`src/rtl/hglt_ram.sv`:
```
// Simple dual-port synchronous RAM, one write and one registered read port.
// Standalone; used for the cell table and the per-home active counts.
module hglt_ram #(
	parameter int DEPTH = 256,
	parameter int WIDTH = 8
) (
	input  logic                     clk,
	input  logic                     we,
	input  logic [$clog2(DEPTH)-1:0] waddr,
	input  logic [WIDTH-1:0]         wdata,
	input  logic [$clog2(DEPTH)-1:0] raddr,
	output logic [WIDTH-1:0]         rdata
);

	logic [WIDTH-1:0] mem [DEPTH];

	always_ff @(posedge clk) begin
		if (we) begin
			mem[waddr] <= wdata;
		end
		rdata <= mem[raddr];
	end

endmodule

```
`config.mk`:
```
export PLATFORM = sky130hd
export DESIGN_NAME = hglt_ram
export DESIGN_NICKNAME = d
export VERILOG_FILES = /design/src/rtl/hglt_ram.sv
export SDC_FILE = /design/constraint.sdc
export NUM_CORES = 2
export LEC_CHECK = 0
export BUFFER_PORTS_ARGS = -buffer_cell sky130_fd_sc_hd__buf_2
export CELL_PAD_IN_SITES_DETAIL_PLACEMENT = 1
export CELL_PAD_IN_SITES_GLOBAL_PLACEMENT = 1
export CORE_UTILIZATION = 41
export DETAILED_ROUTE_END_ITERATION = 10
export PLACE_DENSITY = 0.58
export SLEW_MARGIN = 25
export SYNTH_ARGS = -nofsm -noshare
export SYNTH_HDL_FRONTEND = slang
export SYNTH_SLANG_ARGS = --single-unit
```
`constraint.sdc`:
```
create_clock -name clk -period 5.37 [get_ports clk]
set_input_delay 1.074 -clock clk [delete_from_list [all_inputs] [get_ports clk]]
set_output_delay 1.074 -clock clk [all_outputs]
set_load 0.02 [all_outputs]
```
* Word-level counts from Yosys, hierarchy flattened *
Memory sizes are Yosys's and may differ from the RTL's. A register that Yosys moved wholly into a read port is not among the register bits.
Index checks and enable logic that the tools add are counted.

storage, ports and cells
  flip-flop bits (word level) = 0
  memory bits (writable) = 2,048
  bits of input ports = 26
  output and inout port bits = 8
  memories = 1

cells by class
  muxes and demuxes = 2

memory list
  name  depth  bits a word  read ports  clocked after Yosys merged registers in  wr ports  line  RTL
  mem   256    8            1           1                                        1         15    logic [WIDTH-1:0] mem [DEPTH];

operators with widths
  kind    count
  $mux 1  2

* Depth between registers and ports, before layout *
  depth in word-level cells = 2
  depth in mapped cells = 11
  gate-level depth less buffers = 6

* Least setup slack after synthesis *
No wires, ideal clock.

  path type = input -> register
  from = input raddr[0]
  to = register rdata[2], read port of mem
  library setup time = 0.131 ns
  arrival time = 2.881 ns
  data required time = 5.239 ns
  setup slack = 2.358 ns
  stages on the path = 9
  path buffers = 4
  path through = buf_6 -> buf_12 -> buf_8 -> buf_2 -> mux4_2 -> a22oi_1 -> a21oi_1 -> nor4_1 -> nor4_2

RTL lines
  what                line  RTL
  start: declaration  11    input logic [$clog2(DEPTH)-1:0] raddr,
  end: declaration    12    output logic [WIDTH-1:0] rdata

==> flow_summary.ini <==
[floorplanning]
dieArea_mm2 = 0.196
ios = 34
core.rowCount = 161
die_height_um = 443
initial_core_util_pct = 41.3
fp.coreArea_mm2 = 0.193
die_x_um = 443

[worst_hold_path]
min_path_type = in2reg

[placed_design]
gp_congestion = 0.815
dpl_cell_area_mm2 = 0.0831
dpl_worst_slack_ns = 0.589
port_buffers = 33
dpl.cell_count = 6213
dp_hpwl_um = 134000

[cts]
clock-sinks = 2056
root_buffer = clkbuf_16
cts.clk_slew.worst_paths_ns = 0.06
cts_buffers = 210
post-cts-setup-buffer-count = 0
clkLatencyLatePin_ns = 0.85
cts_resized = 0
cts_tree = done
ctsHoldBuffers = 0
h-tree-depth = 4
cts_buffer_depth = 3

[global_routing]
grt_pass1_vias = 40400
grt_usage_pct = 22.2
antenna_found_initial = 19
grt_first_pass_wirelength_um = 308000
grt_max_degree = 150
overflow = 0

[route]
wl_per_cell_um = 33.0
vias_per_cell = 5.83
drt-total-wl_um = 218000
num_vias = 38500
drt-initial-drc-count = 4066
antenna_left = 0
drc = 0
dr.pass1.iters = 5

[sta]
slew_headroom_pct = 26.9
worst_slew_pin_slew_ns = 1.10
fin_worst_skew_ns = 0.0387
drv_slew = 0
hold_viol = 0
setup-tns-final_ns = 0
fmax_ghz = 0.262
setup_viol = 0
fin_crit_ns = 3.82
min_period_over_period_pct = 71.2
rsz0062_at_grt = no
setup_slack_ns = 1.55

[synthesis]
synth_async_sr_flop_share_pct = 0
synth_cell_types = 55
synth_edf_count = 2048
syn-instance-count = 3733
synthesis.area_mm2 = 0.0796
syn_nets = 3759
synth_seq_cells = 2056
ys.flop_type = edfxtp_1
yosys_warnings = 0
syn_avg_cell_area_um2 = 21.3
ys_seq_area_share_pct = 77.5

[layout]
final_cells = 6603
final_cell_mix = 2,048 x edfxtp_1, 454 x mux4_2, 279 x nor2_1, 213 x clkbuf_16, 135 x buf_4
syn2layout_area_growth_pct = 12.7
final_layout_size_suffix_gt1_share_pct = 23.6
final_area_mm2 = 0.0897
finalNetCount = 3927
layout_commonest_cell = edfxtp_1

[setup_path]
crit_path_max_fanout = 39
crit_path_end_kind = flip-flop
crit_required_ns = 6.06
cp-start-kind = primary input
cp.arrival_ns = 4.51
critPathKind = in2reg

[power]
power_density_mw_per_mm2 = 373
finalPower_mw = 33.4
total_leakage_power_nw = 27.5
ir_worst_vdd_v = 0.000258

[job]
maxCapViolCount = 0

[outcome]
status = complete, no violations
## power breakdown
group          leakage [nW]  switching [mW]  total (mW)  internal, mW
logic                  5.85            1.13        1.69         0.562
registers              18.5          0.0381        17.7          17.7
clock network          3.17            6.23        14.0          7.80
total                  27.5            7.39        33.4          26.1
## critical path: stages
cell	delay, ns
buf_8	0.23
buf_12	0.31
buf_12	0.33
mux4_2	0.55
mux2_2	0.29
a211oi_1	0.55
a21oi_1	0.12
a22oi_1	0.91
nor4_2	0.05
## synth_stat cells (10+ instances only)
| cell type | instances | area share (%) |
|---|---|---|
| nand3_1 | 34 | 0.21 |
| o221ai_1 | 46 | 0.51 |
| o21ai_0 | 10 | 0.063 |
| mux4_2 | 454 | 13 |
| buf_8 | 13 | 0.25 |
| nor3_1 | 22 | 0.14 |
| a221oi_1 | 13 | 0.14 |
| buf_6 | 21 | 0.30 |
| a22oi_1 | 133 | 1.3 |
| buf_1 | 22 | 0.10 |
| buf_2 | 31 | 0.20 |
| edfxtp_1 | 2048 | 77 |
| buf_4 | 27 | 0.25 |
| o211ai_1 | 10 | 0.094 |
| nand4_1 | 10 | 0.079 |
| clkbuf_1 | 111 | 0.52 |
| nand2_1 | 33 | 0.16 |
| mux2i_1 | 134 | 1.7 |
| nor2b_1 | 31 | 0.24 |
| o22ai_1 | 28 | 0.22 |
| a21oi_1 | 96 | 0.60 |
| nor2_1 | 282 | 1.3 |
| nor4_1 | 24 | 0.19 |
| a211oi_1 | 16 | 0.15 |
## layer usage
metal  part of all wire [%]  wire (um)  global-route usage (%)  up-vias
li1                       -          -                       -    16100
met1                     42      91500                    30.7    20800
met2                     48     104000                    35.0     1277
met3                    7.0      15300                    4.90      345
met4                    3.1       6790                    7.24       14
met5                  0.038         83                       0        -
## flip-flops by register name, indices dropped and copies added (netlist names)
| signal | cells |
|---|---|
| mem | 2048 |
| rdata | 8 |
## cells by family after synthesis
| family | after synthesis | synth area share, % |
|---|---|---|
| flops | 2056 | 77.5 |
| mux | 591 | 14.6 |
| simple gates | 466 | 2.63 |
| compound gates | 385 | 3.42 |
| buf+inv | 235 | 1.83 |
## through the flow
stage	utilization (%)	hold WS [ns]
2_1_floorplan	-	0.770
3_3_place_gp	43.1	1.01
3_5_place_dp	43.1	1.05
4_1_cts	46.5	0.694
5_1_grt	46.6	0.608
6_report	46.6	0.632
## cell type report
cell class              count  area (um2)
diodes                      3        7.51
clock buffers             277        5610
clock inverters           108         931
fillers                 17400      103000
inverters                   2        7.51
multi-input cells        1442       16600
flip-flops and latches   2056       61700
well taps                2526        3160
repair buffers            189        1740
## final timing paths
path	start	cells after the start	slack, ns	endpoint
setup / recovery	raddr[0]	9	1.55	rdata[6]
hold reg to reg	mem[40][3]	7	1.05	rdata[3]
setup reg to reg	mem[82][3]	6	2.30	rdata[3]
hold / removal	wdata[2]	1	0.63	mem[78][2]
No activity file was read; power rests on OpenSTA's default activity.
